--- config.mk ---
export PLATFORM = sky130hd
export DESIGN_NAME = rvde_queue
export DESIGN_NICKNAME = d
export VERILOG_FILES = /design/src/hdl/rvde_pkg.sv /design/src/hdl/rvde_queue.sv
export SDC_FILE = /design/constraint.sdc
export NUM_CORES = 1
export LEC_CHECK = 0
export ABC_AREA = 1
export BUFFER_PORTS_ARGS = -buffer_cell sky130_fd_sc_hd__buf_2
export CAP_MARGIN = 30
export CORE_MARGIN = 3
export CORE_UTILIZATION = 47
export CTS_CLUSTER_DIAMETER = 100
export DETAILED_ROUTE_END_ITERATION = 10
export GPL_ROUTABILITY_DRIVEN = 0
export PLACE_DENSITY = 0.79
export SYNTH_ARGS = -nofsm -noshare
export SYNTH_HDL_FRONTEND = slang
export SYNTH_SLANG_ARGS = --single-unit
--- constraint.sdc ---
create_clock -name clk_i -period 6.4 [get_ports clk_i]
set_input_delay 1.6 -clock clk_i [delete_from_list [all_inputs] [get_ports clk_i]]
set_output_delay 1.6 -clock clk_i [all_outputs]
set_load 0.01 [all_outputs]
--- src/hdl/rvde_pkg.sv ---
`default_nettype none
package rvde_pkg;

  localparam int unsigned RegCount = 32;
  localparam int unsigned RegAw = $clog2(RegCount);
  localparam int unsigned QueueDepth = 2;
  localparam int unsigned QueueAw = $clog2(QueueDepth);
  localparam int unsigned QueueCw = $clog2(QueueDepth + 1);
  localparam int unsigned DivSteps = 32;
  localparam int unsigned DivCw = $clog2(DivSteps);

  localparam logic [31:0] ResetVector = 32'h8000_0000;

  localparam logic [6:0] OpcLui    = 7'h37;
  localparam logic [6:0] OpcAuipc  = 7'h17;
  localparam logic [6:0] OpcJal    = 7'h6f;
  localparam logic [6:0] OpcJalr   = 7'h67;
  localparam logic [6:0] OpcBranch = 7'h63;
  localparam logic [6:0] OpcLoad   = 7'h03;
  localparam logic [6:0] OpcStore  = 7'h23;
  localparam logic [6:0] OpcOpImm  = 7'h13;
  localparam logic [6:0] OpcOp     = 7'h33;
  localparam logic [6:0] OpcSystem = 7'h73;

  localparam logic [31:0] InsEcall  = 32'h0000_0073;
  localparam logic [31:0] InsEbreak = 32'h0010_0073;
  localparam logic [31:0] InsMret   = 32'h3020_0073;

  localparam logic [6:0] F7Base = 7'h00;
  localparam logic [6:0] F7Muldiv = 7'h01;
  localparam logic [6:0] F7Alt = 7'h20;

  localparam logic [2:0] F3Add  = 3'd0;
  localparam logic [2:0] F3Sll  = 3'd1;
  localparam logic [2:0] F3Slt  = 3'd2;
  localparam logic [2:0] F3Sltu = 3'd3;
  localparam logic [2:0] F3Xor  = 3'd4;
  localparam logic [2:0] F3Sr   = 3'd5;
  localparam logic [2:0] F3Or   = 3'd6;
  localparam logic [2:0] F3And  = 3'd7;

  localparam logic [2:0] F3Beq  = 3'd0;
  localparam logic [2:0] F3Bne  = 3'd1;
  localparam logic [2:0] F3Blt  = 3'd4;
  localparam logic [2:0] F3Bge  = 3'd5;
  localparam logic [2:0] F3Bltu = 3'd6;
  localparam logic [2:0] F3Bgeu = 3'd7;

  localparam logic [2:0] F3Lb  = 3'd0;
  localparam logic [2:0] F3Lh  = 3'd1;
  localparam logic [2:0] F3Lw  = 3'd2;
  localparam logic [2:0] F3Lbu = 3'd4;
  localparam logic [2:0] F3Lhu = 3'd5;
  localparam logic [2:0] F3Sw  = 3'd2;

  localparam logic [2:0] F3Mul    = 3'd0;
  localparam logic [2:0] F3Mulh   = 3'd1;
  localparam logic [2:0] F3Mulhsu = 3'd2;

  localparam logic [2:0] F3Csrrw = 3'd1;
  localparam logic [2:0] F3Csrrs = 3'd2;

  localparam logic [11:0] CsrMtvec   = 12'h305;
  localparam logic [11:0] CsrMepc    = 12'h341;
  localparam logic [11:0] CsrMcause  = 12'h342;
  localparam logic [11:0] CsrMstatus = 12'h300;

  localparam logic [4:0] RegA0 = 5'd10;
  localparam logic [4:0] RegA7 = 5'd17;

  localparam logic [31:0] CauseEcallM = 32'd11;
  localparam logic [31:0] CauseEcallU = 32'd8;

  localparam logic [1:0] MemNone  = 2'd0;
  localparam logic [1:0] MemRead  = 2'd1;
  localparam logic [1:0] MemWrite = 2'd2;

  localparam logic [2:0] StatusOk         = 3'd0;
  localparam logic [2:0] StatusEbreak     = 3'd1;
  localparam logic [2:0] StatusIllegal    = 3'd2;
  localparam logic [2:0] StatusEcall      = 3'd3;
  localparam logic [2:0] StatusBadCsr     = 3'd4;
  localparam logic [2:0] StatusLoadDone   = 3'd5;
  localparam logic [2:0] StatusOutOfOrder = 3'd6;

  typedef enum logic [3:0] {
    CL_LUI, CL_AUIPC, CL_JAL, CL_JALR, CL_BRANCH, CL_LOAD, CL_STORE, CL_ALU,
    CL_MUL, CL_DIV, CL_ECALL, CL_EBREAK, CL_MRET, CL_CSR, CL_BAD_CSR, CL_ILLEGAL
  } class_e;

  typedef enum logic [3:0] {
    ALU_ADD, ALU_SUB, ALU_SLL, ALU_SLT, ALU_SLTU, ALU_XOR, ALU_SRL, ALU_SRA,
    ALU_OR, ALU_AND
  } alu_op_e;

  typedef enum logic [1:0] {
    CSR_MTVEC, CSR_MEPC, CSR_MCAUSE, CSR_MSTATUS
  } csr_e;

  typedef enum logic [2:0] {
    ST_IDLE, ST_READ, ST_MUL, ST_DIV, ST_DONE
  } state_e;

  typedef struct packed {
    logic        action;
    logic [31:0] instruction;
    logic [31:0] load_data;
  } in_t;

  typedef struct packed {
    logic [31:0] exec_pc;
    logic [31:0] next_pc;
    logic [1:0]  mem_request;
    logic [31:0] mem_address;
    logic [1:0]  mem_size;
    logic [31:0] store_data;
    logic [4:0]  dest_index;
    logic [31:0] dest_value;
    logic        dest_write;
    logic [2:0]  status;
    logic [31:0] trap_value;
  } out_t;

  typedef struct packed {
    logic        action;
    class_e      cls;
    alu_op_e     alu_op;
    logic        use_imm;
    csr_e        csr_sel;
    logic [31:0] ins;
    logic [31:0] imm;
    logic [31:0] load_data;
    logic [4:0]  ra1;
    logic [4:0]  ra2;
  } dec_t;

  function automatic logic reg_ok(logic [4:0] idx);
    return (idx != 5'd0) && (32'(idx) < RegCount);
  endfunction

endpackage
`default_nettype wire

--- src/hdl/rvde_queue.sv ---
`default_nettype none
module rvde_queue (
  input  wire logic           clk_i,
  input  wire logic           rst_ni,
  input  wire logic           push_i,
  input  wire rvde_pkg::dec_t din_i,
  output logic                full_o,
  input  wire logic           pop_i,
  output logic                empty_o,
  output rvde_pkg::dec_t      dout_o
);

  rvde_pkg::dec_t                   mem_q [rvde_pkg::QueueDepth];
  logic [rvde_pkg::QueueAw-1:0]     wptr_q, wptr_d;
  logic [rvde_pkg::QueueAw-1:0]     rptr_q, rptr_d;
  logic [rvde_pkg::QueueCw-1:0]     count_q, count_d;

  assign full_o = (count_q == rvde_pkg::QueueCw'(rvde_pkg::QueueDepth));
  assign empty_o = (count_q == '0);
  assign dout_o = mem_q[rptr_q];

  always_comb begin
    wptr_d = wptr_q;
    rptr_d = rptr_q;
    count_d = count_q;
    if (push_i) begin
      wptr_d = (wptr_q == rvde_pkg::QueueAw'(rvde_pkg::QueueDepth - 1)) ? '0 : wptr_q + 1'b1;
    end
    if (pop_i) begin
      rptr_d = (rptr_q == rvde_pkg::QueueAw'(rvde_pkg::QueueDepth - 1)) ? '0 : rptr_q + 1'b1;
    end
    if (push_i && !pop_i) begin
      count_d = count_q + 1'b1;
    end else if (pop_i && !push_i) begin
      count_d = count_q - 1'b1;
    end
  end

  always_ff @(posedge clk_i or negedge rst_ni) begin
    if (!rst_ni) begin
      wptr_q <= '0;
      rptr_q <= '0;
      count_q <= '0;
    end else begin
      wptr_q <= wptr_d;
      rptr_q <= rptr_d;
      count_q <= count_d;
    end
  end

  always_ff @(posedge clk_i) begin
    if (push_i) begin
      mem_q[wptr_q] <= din_i;
    end
  end

endmodule
`default_nettype wire

* After elaboration in Yosys (flattened, before gate mapping)
Memories as Yosys holds them, arrays and structs flattened.
Index checks and enable logic that the tools add are counted.
** Word-level totals
- Bits in registers :: 4
- Latch bits :: 0
- Bits in writable memories :: 236
- Memory bits (read-only) :: 0
- Bits of input ports :: 122
- Output and inout port bits :: 120
- Word-level logic and storage cells :: 21
- Memories :: 1
** Memories
- mem_q :: words 2, width 118, rd ports 1, clocked after Yosys merged registers in 0, wr ports 1, RTL line rvde_queue.sv:13 : rvde_pkg::dec_t mem_q [rvde_pkg::QueueDepth];
** Cells by class
- Add/subtract/negate cells :: 4
- Multiply operators :: 0
- Div/mod/pow operators :: 0
- $lt $le $gt $ge :: 0
- Equality and inequality tests :: 1
- Shift-type cells :: 0
- Multiplexer cells :: 6
- Bitwise gates (word level) :: 0
- Reductions and logical operators :: 6
** Operators with widths (count)
- $mux W1 :: 4
- $mux W2 :: 2
- $add A1 B1 Y1 const B :: 2
- $add A2 B1 Y2 const B :: 1
- $eq A2 B2 Y1 const B :: 1
- $logic_and A1 B1 Y1 :: 2
- $logic_not A1 Y1 :: 2
- $logic_not A2 Y1 :: 1
- $reduce_bool A2 Y1 :: 1
- $sub A2 B1 Y2 const B :: 1

* Logic depth before layout (Yosys ltp)
- Depth after elaboration :: 4
- Gate-level depth with buffers :: 7
- Depth with buffers taken out :: 7

* Worst setup path before layout
No wires, ideal clock.
- Path type :: input-to-reg
- From :: input push_i
- To :: memory mem_q[0][0] (netlist bit), enable pin
- Setup time :: 600 ps
- Arrival time :: 6577 ps
- Data required time :: 5800 ps
- Slack :: -776 ps
- Stages :: 2
- Buffers on the path :: 0
- Cells stage by stage :: inv_1 -> nor2_1
** On the way
- Word-level cells in the longest chain between the ends :: 2
** Ends and longest elaborated chain
- start, declared :: RTL line rvde_queue.sv:5 : input wire logic push_i,
- $mux W1 :: RTL line rvde_queue.sv:52 : if (push_i) begin
- $mux W1 (implied by the code) :: RTL line rvde_queue.sv:53 : mem_q[wptr_q] <= din_i;
- end, declared :: RTL line rvde_queue.sv:13
No other way between the ends.

==> impl_metrics.py <==
metrics = {
    "run_status": {
        "status": "finished, final reports clean",
    },
    "yosys": {
        "synth_compound_area_frac": 0,
        "synth-seq-area-share": 0.820,
        "yosysWarningCount": 0,
        "synthesis.area_sq_um": 8760,
        "syn_area_per_cell_sq_um": 22.4,
        "synth_top_family_by_area": "multiplexers",
        "synth_fa_ha_area_frac": 0.00143,
        "yosys-top-cells-area": "edfxtp_1 81%, mux2_2 15%, buf_6 1.5%",
        "yosys.area.top_type_share": 0.809,
        "synthCells": 392,
        "synthSimpleGateAreaFrac": 0.00471,
        "synth-seq-cells": 240,
        "synth.distinct_cells": 13,
        "yosys.area.top_type": "edfxtp_1",
        "synthMuxAreaShare": 0.152,
        "synthXorXnorAreaFrac": 0.00300,
        "synth_fp_nets": 515,
    },
    "final_layout": {
        "nets": 774,
        "num_antenna_cells": 0,
        "layout_commonest_cell": "buf_2",
        "fin_area_sq_um": 11000,
        "nFillCells": 1316,
        "utilization": 0.606,
        "layout-drive-gt1-share": 0.602,
        "area_delta_synth_final_pct": 25.6,
        "final_cell_mix": "241 x buf_2, 236 x edfxtp_1, 118 x mux2_2, 25 x clkbuf_16, 6 x inv_1",
    },
    "cts": {
        "clk_path_buf_depth": 3,
        "clockRootBuffer": "clkbuf_16",
        "htreeDepth": 1,
        "postCtsHoldBufs": 0,
        "worstSkewPairLatency_ns": 0.50,
        "cts_buffers": 24,
        "post_cts_resize_count": 0,
        "cts.sinks": 240,
        "cts_tree": "built",
        "clkTransAtPathRegs_ns": 0.06,
        "post_cts_buffers": 0,
    },
    "global_route": {
        "track_usage": 0.155,
        "grt_pass1_vias": 4932,
        "antenna_found_initial": 0,
        "grt_max_degree": 77,
        "grt_overflow": 0,
        "grt_pass1_wl_microns": 25100,
    },
    "power_and_ir_drop": {
        "switching_share": 0.275,
        "pwr-share-comb": 0.254,
        "power_frac_clock": 0.290,
        "switchingPower_mw": 1.35,
        "seq_power_share": 0.456,
        "internal_power_mw": 3.57,
        "power_density_nw_per_um2": 447,
        "power_leakage_nw": 4.17,
        "vdd_ir_drop_max_mv": 0.273,
    },
    "timing": {
        "rsz0062_at_grt": "no",
        "fmax_mhz": 226,
        "timing.hold.ws_ns": 0.547,
        "post-route-min-period_ns": 4.43,
        "setup_tns_ns": 0,
        "drv_slew": 0,
        "hold_viol_final": 0,
        "finalSetupViolCount": 0,
        "setup_ws_ns": 1.97,
        "post-route-period-util": 0.692,
        "worstMarginPinSlew_ns": 0.977,
        "slew-limit-headroom": 0.349,
        "fin_worst_skew_ns": 0.0125,
    },
    "floorplanning": {
        "start_util": 0.483,
        "core_area_sq_um": 18100,
        "die_h_microns": 143,
        "row_count": 49,
        "die_w_microns": 143,
        "die_area_sq_um": 20300,
        "ioPinCount": 242,
    },
    "placed_design": {
        "dpl_cell_area_sq_um": 10200,
        "preCtsSetupSlack_ns": 2.46,
        "place_hpwl_microns": 10700,
        "io_buffers": 241,
    },
    "route": {
        "antenna_left": 0,
        "firstDrtPassIters": 4,
        "viasPerCell": 4.97,
        "totalWireLength_microns": 16300,
        "drc": 0,
        "wire_per_inst_microns": 18.2,
        "first_iter_violations": 196,
        "route.vias.total": 4467,
    },
    "critical_path": {
        "worst_path_max_delay_cell": "dfrtp_4",
        "endpoint_kind": "output pin",
        "cp-start-kind": "register",
        "critPathBufInv": 2,
        "cp_slowest_stage_delay_ns": 1.02,
        "required_ns": 4.80,
        "crit_family": "flip-flops",
        "crit_arrival_ns": 2.83,
        "path_class": "reg2out",
        "crit_path_cell_trace": "buf_4 -> mux2_2 -> buf_2",
        "cp_max_fo": 68,
    },
    "hold_path": {
        "hold_class": "reg2reg",
    },
    "job": {
        "drv_cap": 0,
    },
}
power groups by stage:
stage	registers, mW	clock network, mW	logic [mW]
3_3_place_gp	2.26	0	1.22
6_report	2.24	1.43	1.25
3_5_place_dp	2.28	0	1.25
2_1_floorplan	2.19	0	0.914
5_1_grt	2.28	1.53	1.35
4_1_cts	2.25	1.46	1.26
synth_stat cells:
| library cell | number |
|---|---|
| nand3_1 | 1 |
| buf_6 | 12 |
| nand2_1 | 5 |
| xnor2_1 | 1 |
| ha_1 | 1 |
| dfrtp_1 | 4 |
| nor2_1 | 3 |
| buf_4 | 1 |
| inv_1 | 7 |
| edfxtp_1 | 236 |
| nand4_1 | 1 |
| mux2_2 | 118 |
| xor2_1 | 2 |
layout make-up:
| cell class | count | area (sq um) | share of cell area |
|---|---|---|---|
| clock buffers | 30 | 644 | 0.0586 |
| inverters | 7 | 28.8 | 0.00262 |
| multi-input cells | 132 | 1420 | 0.129 |
| flip-flops and latches | 240 | 7190 | 0.653 |
| well taps | 229 | 287 | 0.0260 |
| repair buffers | 246 | 1260 | 0.115 |
| clock inverters | 14 | 174 | 0.0158 |
state kept, by name, indices dropped and copies added, names as in the netlist:
signal	cells
mem_q	236
wptr_q	1
count_q	2
rptr_q	1
per-layer routing:
layer,part of all wire,vias up,track usage
met4,0.023,0,0.0480
met2,0.52,179,0.277
met1,0.38,2191,0.179
li1,-,2069,-
met5,0,-,0
met3,0.084,28,0.0464
per-stage QoR:
| step | total power, mW | cells |
|---|---|---|
| 2_1_floorplan | 3.11 | 392 |
| 3_3_place_gp | 3.48 | 853 |
| 3_5_place_dp | 3.53 | 853 |
| 4_1_cts | 4.97 | 897 |
| 5_1_grt | 5.15 | 898 |
| 6_report | 4.91 | 898 |
cell families after synthesis:
| family | Yosys count |
|---|---|
| xor gates and xnor gates | 3 |
| adders and majority gates | 1 |
| buffers and inverters | 20 |
| DFF | 240 |
| muxes | 118 |
| and+or+nand+nor | 10 |
path summary, 6_finish.rpt:
path / start / endpoint / slack [ns] / cells past startpoint
worst min register to register: wptr_q$_DFFE_PN0P_ / wptr_q$_DFFE_PN0P_ / 0.55 / 1
worst min-delay path: wptr_q$_DFFE_PN0P_ / wptr_q$_DFFE_PN0P_ / 0.55 / 1
max in group asynchronous: rst_ni / rptr_q$_DFFE_PN0P_ / 5.36 / 1
worst max register to register: wptr_q$_DFFE_PN0P_ / mem_q[0][36]$_DFFE_PP_ / 4.66 / 2
worst max-delay path: rptr_q$_DFFE_PN0P_ / dout_o[56] / 1.97 / 3
min in group asynchronous: rst_ni / wptr_q$_DFFE_PN0P_ / 0.90 / 1
(Power assumes the default switching activity.)
