==> config.mk <==
export PLATFORM = sky130hd
export DESIGN_NAME = rvde_front
export DESIGN_NICKNAME = d
export VERILOG_FILES = /design/src/hdl/rvde_pkg.sv /design/src/hdl/rvde_front.sv
export SDC_FILE = /design/constraint.sdc
export NUM_CORES = 1
export LEC_CHECK = 0
export BUFFER_PORTS_ARGS = -buffer_cell sky130_fd_sc_hd__buf_4
export CAP_MARGIN = 20
export CORE_ASPECT_RATIO = 1.1
export CORE_MARGIN = 2
export CORE_UTILIZATION = 36
export DETAILED_ROUTE_END_ITERATION = 16
export GPL_TIMING_DRIVEN = 0
export PLACE_DENSITY = 0.95
export SYNTH_ARGS = -nofsm -noshare
export SYNTH_HDL_FRONTEND = slang
export SYNTH_SLANG_ARGS = --single-unit
==> constraint.sdc <==
create_clock -name vclk -period 1.85
set_clock_uncertainty 0.1 [all_clocks]
set_input_delay 0.0925 -clock vclk [all_inputs]
set_output_delay 0.0925 -clock vclk [all_outputs]
set_load 0.05 [all_outputs]
==> src/hdl/rvde_pkg.sv <==
`default_nettype none
package rvde_pkg;

  localparam int unsigned RegCount = 32;
  localparam int unsigned RegAw = $clog2(RegCount);
  localparam int unsigned QueueDepth = 2;
  localparam int unsigned QueueAw = $clog2(QueueDepth);
  localparam int unsigned QueueCw = $clog2(QueueDepth + 1);
  localparam int unsigned DivSteps = 32;
  localparam int unsigned DivCw = $clog2(DivSteps);

  localparam logic [31:0] ResetVector = 32'h8000_0000;

  localparam logic [6:0] OpcLui    = 7'h37;
  localparam logic [6:0] OpcAuipc  = 7'h17;
  localparam logic [6:0] OpcJal    = 7'h6f;
  localparam logic [6:0] OpcJalr   = 7'h67;
  localparam logic [6:0] OpcBranch = 7'h63;
  localparam logic [6:0] OpcLoad   = 7'h03;
  localparam logic [6:0] OpcStore  = 7'h23;
  localparam logic [6:0] OpcOpImm  = 7'h13;
  localparam logic [6:0] OpcOp     = 7'h33;
  localparam logic [6:0] OpcSystem = 7'h73;

  localparam logic [31:0] InsEcall  = 32'h0000_0073;
  localparam logic [31:0] InsEbreak = 32'h0010_0073;
  localparam logic [31:0] InsMret   = 32'h3020_0073;

  localparam logic [6:0] F7Base = 7'h00;
  localparam logic [6:0] F7Muldiv = 7'h01;
  localparam logic [6:0] F7Alt = 7'h20;

  localparam logic [2:0] F3Add  = 3'd0;
  localparam logic [2:0] F3Sll  = 3'd1;
  localparam logic [2:0] F3Slt  = 3'd2;
  localparam logic [2:0] F3Sltu = 3'd3;
  localparam logic [2:0] F3Xor  = 3'd4;
  localparam logic [2:0] F3Sr   = 3'd5;
  localparam logic [2:0] F3Or   = 3'd6;
  localparam logic [2:0] F3And  = 3'd7;

  localparam logic [2:0] F3Beq  = 3'd0;
  localparam logic [2:0] F3Bne  = 3'd1;
  localparam logic [2:0] F3Blt  = 3'd4;
  localparam logic [2:0] F3Bge  = 3'd5;
  localparam logic [2:0] F3Bltu = 3'd6;
  localparam logic [2:0] F3Bgeu = 3'd7;

  localparam logic [2:0] F3Lb  = 3'd0;
  localparam logic [2:0] F3Lh  = 3'd1;
  localparam logic [2:0] F3Lw  = 3'd2;
  localparam logic [2:0] F3Lbu = 3'd4;
  localparam logic [2:0] F3Lhu = 3'd5;
  localparam logic [2:0] F3Sw  = 3'd2;

  localparam logic [2:0] F3Mul    = 3'd0;
  localparam logic [2:0] F3Mulh   = 3'd1;
  localparam logic [2:0] F3Mulhsu = 3'd2;

  localparam logic [2:0] F3Csrrw = 3'd1;
  localparam logic [2:0] F3Csrrs = 3'd2;

  localparam logic [11:0] CsrMtvec   = 12'h305;
  localparam logic [11:0] CsrMepc    = 12'h341;
  localparam logic [11:0] CsrMcause  = 12'h342;
  localparam logic [11:0] CsrMstatus = 12'h300;

  localparam logic [4:0] RegA0 = 5'd10;
  localparam logic [4:0] RegA7 = 5'd17;

  localparam logic [31:0] CauseEcallM = 32'd11;
  localparam logic [31:0] CauseEcallU = 32'd8;

  localparam logic [1:0] MemNone  = 2'd0;
  localparam logic [1:0] MemRead  = 2'd1;
  localparam logic [1:0] MemWrite = 2'd2;

  localparam logic [2:0] StatusOk         = 3'd0;
  localparam logic [2:0] StatusEbreak     = 3'd1;
  localparam logic [2:0] StatusIllegal    = 3'd2;
  localparam logic [2:0] StatusEcall      = 3'd3;
  localparam logic [2:0] StatusBadCsr     = 3'd4;
  localparam logic [2:0] StatusLoadDone   = 3'd5;
  localparam logic [2:0] StatusOutOfOrder = 3'd6;

  typedef enum logic [3:0] {
    CL_LUI, CL_AUIPC, CL_JAL, CL_JALR, CL_BRANCH, CL_LOAD, CL_STORE, CL_ALU,
    CL_MUL, CL_DIV, CL_ECALL, CL_EBREAK, CL_MRET, CL_CSR, CL_BAD_CSR, CL_ILLEGAL
  } class_e;

  typedef enum logic [3:0] {
    ALU_ADD, ALU_SUB, ALU_SLL, ALU_SLT, ALU_SLTU, ALU_XOR, ALU_SRL, ALU_SRA,
    ALU_OR, ALU_AND
  } alu_op_e;

  typedef enum logic [1:0] {
    CSR_MTVEC, CSR_MEPC, CSR_MCAUSE, CSR_MSTATUS
  } csr_e;

  typedef enum logic [2:0] {
    ST_IDLE, ST_READ, ST_MUL, ST_DIV, ST_DONE
  } state_e;

  typedef struct packed {
    logic        action;
    logic [31:0] instruction;
    logic [31:0] load_data;
  } in_t;

  typedef struct packed {
    logic [31:0] exec_pc;
    logic [31:0] next_pc;
    logic [1:0]  mem_request;
    logic [31:0] mem_address;
    logic [1:0]  mem_size;
    logic [31:0] store_data;
    logic [4:0]  dest_index;
    logic [31:0] dest_value;
    logic        dest_write;
    logic [2:0]  status;
    logic [31:0] trap_value;
  } out_t;

  typedef struct packed {
    logic        action;
    class_e      cls;
    alu_op_e     alu_op;
    logic        use_imm;
    csr_e        csr_sel;
    logic [31:0] ins;
    logic [31:0] imm;
    logic [31:0] load_data;
    logic [4:0]  ra1;
    logic [4:0]  ra2;
  } dec_t;

  function automatic logic reg_ok(logic [4:0] idx);
    return (idx != 5'd0) && (32'(idx) < RegCount);
  endfunction

endpackage
`default_nettype wire

==> src/hdl/rvde_front.sv <==
`default_nettype none
module rvde_front (
  input  wire logic            in_valid_i,
  input  wire rvde_pkg::in_t   in_beat_i,
  output logic                 in_stall_o,
  input  wire logic            q_full_i,
  output logic                 push_o,
  output rvde_pkg::dec_t       dec_o
);

  logic [31:0] ins;
  logic [6:0]  opc;
  logic [2:0]  f3;
  logic [6:0]  f7;
  logic [31:0] imm_i;
  logic [31:0] imm_s;
  logic [31:0] imm_b;
  logic [31:0] imm_u;
  logic [31:0] imm_j;

  assign ins = in_beat_i.instruction;
  assign opc = ins[6:0];
  assign f3 = ins[14:12];
  assign f7 = ins[31:25];
  assign imm_i = {{20{ins[31]}}, ins[31:20]};
  assign imm_s = {{20{ins[31]}}, ins[31:25], ins[11:7]};
  assign imm_b = {{19{ins[31]}}, ins[31], ins[7], ins[30:25], ins[11:8], 1'b0};
  assign imm_u = {ins[31:12], 12'b0};
  assign imm_j = {{11{ins[31]}}, ins[31], ins[19:12], ins[20], ins[30:21], 1'b0};

  assign in_stall_o = q_full_i;
  assign push_o = in_valid_i && !q_full_i;

  always_comb begin
    dec_o = '0;
    dec_o.action = in_beat_i.action;
    dec_o.ins = ins;
    dec_o.load_data = in_beat_i.load_data;
    dec_o.cls = rvde_pkg::CL_ILLEGAL;
    dec_o.alu_op = rvde_pkg::ALU_ADD;
    dec_o.use_imm = 1'b0;
    dec_o.csr_sel = rvde_pkg::CSR_MTVEC;
    dec_o.imm = imm_i;
    dec_o.ra1 = ins[19:15];
    dec_o.ra2 = ins[24:20];
    case (opc)
      rvde_pkg::OpcLui: begin
        dec_o.cls = rvde_pkg::CL_LUI;
        dec_o.imm = imm_u;
      end
      rvde_pkg::OpcAuipc: begin
        dec_o.cls = rvde_pkg::CL_AUIPC;
        dec_o.imm = imm_u;
      end
      rvde_pkg::OpcJal: begin
        dec_o.cls = rvde_pkg::CL_JAL;
        dec_o.imm = imm_j;
      end
      rvde_pkg::OpcJalr: begin
        if (f3 == rvde_pkg::F3Add) begin
          dec_o.cls = rvde_pkg::CL_JALR;
        end
      end
      rvde_pkg::OpcBranch: begin
        dec_o.imm = imm_b;
        if (f3 inside {rvde_pkg::F3Beq, rvde_pkg::F3Bne, rvde_pkg::F3Blt,
                       rvde_pkg::F3Bge, rvde_pkg::F3Bltu, rvde_pkg::F3Bgeu}) begin
          dec_o.cls = rvde_pkg::CL_BRANCH;
        end
      end
      rvde_pkg::OpcLoad: begin
        if (f3 inside {rvde_pkg::F3Lb, rvde_pkg::F3Lh, rvde_pkg::F3Lw,
                       rvde_pkg::F3Lbu, rvde_pkg::F3Lhu}) begin
          dec_o.cls = rvde_pkg::CL_LOAD;
        end
      end
      rvde_pkg::OpcStore: begin
        dec_o.imm = imm_s;
        if (f3 <= rvde_pkg::F3Sw) begin
          dec_o.cls = rvde_pkg::CL_STORE;
        end
      end
      rvde_pkg::OpcOpImm: begin
        dec_o.use_imm = 1'b1;
        dec_o.cls = rvde_pkg::CL_ALU;
        case (f3)
          rvde_pkg::F3Add:  dec_o.alu_op = rvde_pkg::ALU_ADD;
          rvde_pkg::F3Slt:  dec_o.alu_op = rvde_pkg::ALU_SLT;
          rvde_pkg::F3Sltu: dec_o.alu_op = rvde_pkg::ALU_SLTU;
          rvde_pkg::F3Xor:  dec_o.alu_op = rvde_pkg::ALU_XOR;
          rvde_pkg::F3Or:   dec_o.alu_op = rvde_pkg::ALU_OR;
          rvde_pkg::F3And:  dec_o.alu_op = rvde_pkg::ALU_AND;
          rvde_pkg::F3Sll: begin
            dec_o.alu_op = rvde_pkg::ALU_SLL;
            if (f7 != rvde_pkg::F7Base) begin
              dec_o.cls = rvde_pkg::CL_ILLEGAL;
            end
          end
          default: begin
            if (f7 == rvde_pkg::F7Base) begin
              dec_o.alu_op = rvde_pkg::ALU_SRL;
            end else if (f7 == rvde_pkg::F7Alt) begin
              dec_o.alu_op = rvde_pkg::ALU_SRA;
            end else begin
              dec_o.cls = rvde_pkg::CL_ILLEGAL;
            end
          end
        endcase
      end
      rvde_pkg::OpcOp: begin
        if (f7 == rvde_pkg::F7Muldiv) begin
          dec_o.cls = f3[2] ? rvde_pkg::CL_DIV : rvde_pkg::CL_MUL;
        end else if (f7 == rvde_pkg::F7Base) begin
          dec_o.cls = rvde_pkg::CL_ALU;
          case (f3)
            rvde_pkg::F3Add:  dec_o.alu_op = rvde_pkg::ALU_ADD;
            rvde_pkg::F3Sll:  dec_o.alu_op = rvde_pkg::ALU_SLL;
            rvde_pkg::F3Slt:  dec_o.alu_op = rvde_pkg::ALU_SLT;
            rvde_pkg::F3Sltu: dec_o.alu_op = rvde_pkg::ALU_SLTU;
            rvde_pkg::F3Xor:  dec_o.alu_op = rvde_pkg::ALU_XOR;
            rvde_pkg::F3Sr:   dec_o.alu_op = rvde_pkg::ALU_SRL;
            rvde_pkg::F3Or:   dec_o.alu_op = rvde_pkg::ALU_OR;
            default:          dec_o.alu_op = rvde_pkg::ALU_AND;
          endcase
        end else if (f7 == rvde_pkg::F7Alt && f3 == rvde_pkg::F3Add) begin
          dec_o.cls = rvde_pkg::CL_ALU;
          dec_o.alu_op = rvde_pkg::ALU_SUB;
        end else if (f7 == rvde_pkg::F7Alt && f3 == rvde_pkg::F3Sr) begin
          dec_o.cls = rvde_pkg::CL_ALU;
          dec_o.alu_op = rvde_pkg::ALU_SRA;
        end
      end
      rvde_pkg::OpcSystem: begin
        if (ins == rvde_pkg::InsEcall) begin
          dec_o.cls = rvde_pkg::CL_ECALL;
          dec_o.ra1 = rvde_pkg::RegA7;
        end else if (ins == rvde_pkg::InsEbreak) begin
          dec_o.cls = rvde_pkg::CL_EBREAK;
          dec_o.ra1 = rvde_pkg::RegA0;
        end else if (ins == rvde_pkg::InsMret) begin
          dec_o.cls = rvde_pkg::CL_MRET;
        end else if (f3 == rvde_pkg::F3Csrrw || f3 == rvde_pkg::F3Csrrs) begin
          dec_o.cls = rvde_pkg::CL_CSR;
          case (ins[31:20])
            rvde_pkg::CsrMtvec:   dec_o.csr_sel = rvde_pkg::CSR_MTVEC;
            rvde_pkg::CsrMepc:    dec_o.csr_sel = rvde_pkg::CSR_MEPC;
            rvde_pkg::CsrMcause:  dec_o.csr_sel = rvde_pkg::CSR_MCAUSE;
            rvde_pkg::CsrMstatus: dec_o.csr_sel = rvde_pkg::CSR_MSTATUS;
            default:              dec_o.cls = rvde_pkg::CL_BAD_CSR;
          endcase
        end
      end
      default: dec_o.cls = rvde_pkg::CL_ILLEGAL;
    endcase
  end

endmodule
`default_nettype wire

* Yosys cells after proc, flatten, opt, wreduce, memory -nomap -nowiden *
Cells that the tools add are included.

word-level totals
  bits in registers = 0
  output and inout port bits = 120
  bits of input ports = 67
  word-level logic and storage cells = 76

cells by class
  reduce and logical (&&, ||, !) cells = 13
  eq/ne operators = 26
  muxes and demuxes = 36
  $lt $le $gt $ge = 1

operators with widths
  cell                                                                number
  31-bit one-hot mux with 4 select lines                              1
  4-bit one-hot mux with 7 select lines                               2
  12-bit by 10-bit == test with 1-bit output (second input constant)  4
  4-bit one-hot mux with 10 select lines                              1
  4-bit two-way mux                                                   9
  32-bit by 21-bit == test with 1-bit output (second input constant)  1
  32-bit by 30-bit == test with 1-bit output (second input constant)  1
  32-bit by 7-bit == test with 1-bit output (second input constant)   1
  7-bit by 6-bit == test with 1-bit output (second input constant)    4
  7-bit == test (second input constant)                               4
  8-bit two-way mux                                                   3
  2-bit two-way mux                                                   8
  4-bit one-hot mux with 2 select lines                               2
  5-bit two-way mux                                                   3
  7-bit by 5-bit == test with 1-bit output (second input constant)    2
  3-bit == test (second input constant)                               4
  3-bit two-way mux                                                   4
  7-bit by 1-bit == test with 1-bit output (second input constant)    1
  7-bit by 2-bit == test with 1-bit output (second input constant)    1
  7-bit zero test                                                     1
  7-bit nonzero test                                                  1
  3-bit by 2-bit == test with 1-bit output (second input constant)    2
  2-bit one-hot mux with 3 select lines                               1
  6-bit nonzero test                                                  1
  11 further kinds                                                    14

* Depth between registers and ports, before layout *
  depth in word-level cells = 8
  gate-level depth with buffers = 7

* Worst setup path before layout *
No wires, ideal clock.

  path kind = input port to output port
  from = input in_beat_i[58] (netlist name)
  to = output dec_o[112] (netlist name)
  setup slack = -1.588 ns
  cell stages on the path = 4
  arrival time = 3.246 ns
  buffers on the path = 1
  path through = buf_2 -> nor4_1 -> nand3b_1 -> a2111oi_0

RTL lines
  element             RTL line         text
  start: declaration  rvde_front.sv:4  input wire rvde_pkg::in_t in_beat_i,
  end: declaration    rvde_front.sv:8  output rvde_pkg::dec_t dec_o

==> metrics.md <==
| Metric | Value |
|---|---|
| Unrepaired setup endpoints after global routing | `true` |
| Final min period | `2.21 ns` |
| # DRC | `0` |
| Met3 usage | `4.10%` |
| Relative slew slack | `about two thirds` |
| Die footprint | `0.00528 mm^2` |
| WS Path Type | `input pin to output port` |
| Mean Syn Cell Area | `6.66 um^2` |
| Max cap viols | `0` |
| Seq Cell Count | `0` |
| Syn nets | `322` |
| Clkbuf count | `0` |
| Final Wtd Congestion | `0.978` |
| Detail Route Antenna Nets | `0` |
| Worst hold path endpoint | `dec_o[11]` |
| Synth top area share | `32.7%` |
| Max FO, Critical Path | `2` |
| Synthesized netlist cell count | `255` |
| Vias after detailed routing | `2413` |
| Routed len/inst | `14.9 um` |
| Final setup vio count | `5` |
| Final worst slack | `-0.355 ns` |
| Largest net degree at the start of global routing | `11` |
| Post-synth top area cell | `buf_4` |
| Syn-to-layout area delta | `91.4%` |
| Ys Warns | `0` |
| Number of cells on the worst hold path | `2` |
| Global-route wire length before repair | `10.7 mm` |
| Ports | `about 190` |
| Via density | `5.16` |
| Outcome | `complete, but fails checks` |
| Library cells used by synthesis | `51` |
| First drt pass iteration count | `4` |
| Layout cell share with drive strength beyond 1 | `roughly 67%` |
| Port Buffer Count | `between 100 and 150` |
| Worst slew pin tran | `0.507 ns` |
| Die Y | `76.0 um` |
| Die X | `approximately 70 um` |
| GRT Max-Usage Layer | `met2` |
| # diodes | `0` |
| Hold Crit Class | `input pin to output port` |
| Core area | `0.00459 mm^2` |
| Drt first-iter violations | `244` |
| Kind of end point of the critical path | `output port` |
| Arr. time, crit path | `approximately 2.0 ns` |
| Hold_sp | `in_beat_i[1]` |
| Most frequent cells in the layout | `221 x buf_4, 19 x a21o_1, 11 x nor2_1, 10 x nor2b_1, 9 x buf_6` |
| Startpoint Class | `input pin` |
| Commonest non-fill, non-tap cell in the layout | `buf_4` |
| GR Util met1 | `27.0%` |
| Area taken by multi-input logic gates | `around 0.0013 mm^2` |
| DRT Wirelength | `6.99 mm` |
| WP data required | `1.66 ns` |
| Final Cell Area | `between 0.003 and 0.004 mm^2` |
| Lkg Pwr | `1.72 nW` |
| Seq/Total Area, Yosys | `0%` |
| FP Rows | `26` |
| Global route overflow | `0` |
| FMAX | `about 450 MHz` |
| Vias in the first global route | `about 2300` |
| DP Area | `0.00300 mm^2` |
| Nets | `481` |
| Synthesized area | `0.00170 mm^2` |
| Global Route met2 Usage | `44.0%` |
| Initial Util | `37.0%` |
| Power Density | `between 300 and 400 mW/mm^2` |
| Worst vdd ir | `0.241 mV` |
| Final period util | `119%` |
| Fin. Hold Viols | `0` |
| Sequential cell area | `0 um^2` |
| HPWL after DPL | `~5.3 mm` |
| Pins Over Slew Limit | `0` |
| Ranking of synthesized cells by area | `buf_4 33%, a21o_1 8.4%, nor2b_1 4.4%, nor2_1 3.1%, a22o_1 2.6%` |
| Finished Core Util | `between 70% and 80%` |
| GRT Total Usage | `23.2%` |
| Failing checks | `negative setup slack` |
| Initial antenna violation count | `0` |
| Fillcell total | `between 300 and 400` |
## power breakdown
part	internal, mW	leakage (nW)	switching (mW)
combinational	0.409	1.72	0.728
sequential	0	0	0
clock	0	0	0
## metrics by stage
step           std cells  setup WS [ns]  hold slack [ns]  TNS, ns  power (mW)
5_1_grt              468         -0.417            0.342    -1.79        1.18
3_5_place_dp         460         -0.359            0.339    -4.91        1.09
4_1_cts              465         -0.336            0.339   -0.926        1.11
6_report             468         -0.355            0.339    -1.02        1.14
2_1_floorplan        255         -0.147            0.252   -0.762       0.780
3_3_place_gp         460         -0.345            0.339    -4.37        1.08
## worst max-delay path, stage by stage
cell      delay, ns
buf_8          0.09
or4_4          0.53
or4_4          0.50
nor4_4         0.28
buf_4          0.15
o211ai_1       0.12
buf_4          0.23
## cell type report
| cell class | count | share of cell area, % |
|---|---|---|
| Multi-Input combinational cell | 159 | 38.7 |
| Timing Repair Buffer | 158 | 38.2 |
| Buffer | 89 | 20.3 |
| Tap cell | 56 | 2.16 |
| Inverter | 6 | 0.693 |
## layer usage
metal	vias to the layer above	share of wire [%]
met5	-	0
met1	1088	35
met4	0	2.0
met3	13	10
li1	1152	-
met2	160	52
## timing repair
item / CTS / global route
resized for setup: 17 / 29
setup buffers: 6 / 3
pin swaps: 10 / 1
endpoints found under the setup margin: 29 / 24
hold buffers: 0 / 0
## worst max path at each step
stage               slack, ns           from  cells past startpoint          to
detailed placement      -0.36  in_beat_i[40]                      7    dec_o[6]
global route            -0.42  in_beat_i[50]                      7  dec_o[115]
finish                  -0.36  in_beat_i[50]                      7  dec_o[115]
CTS                     -0.34  in_beat_i[50]                      7  dec_o[115]
global placement        -0.34  in_beat_i[40]                      7    dec_o[8]
floorplan               -0.15  in_beat_i[57]                      5  dec_o[106]
## Yosys cell counts (5+ instances only)
library cell,count
a21oi_1,8
o211ai_1,5
nor2b_1,12
clkbuf_1,11
nor2_1,14
buf_4,74
inv_1,6
a21o_1,19
nand3_1,6
nand2_1,10
a22o_1,5
o21ai_0,8
nor3_1,7
## kinds of logic (layout without fill, tap and decap cells)
group           after synthesis  count (layout)  share of synthesized area [%]
xor+xnor                      6               6                           3.10
compound gates               64              64                           26.8
mux                           3               3                           1.84
simple gates                 86              86                           29.6
buf+inv                      96             253                           38.7
No activity file was read; power rests on OpenSTA's default activity.
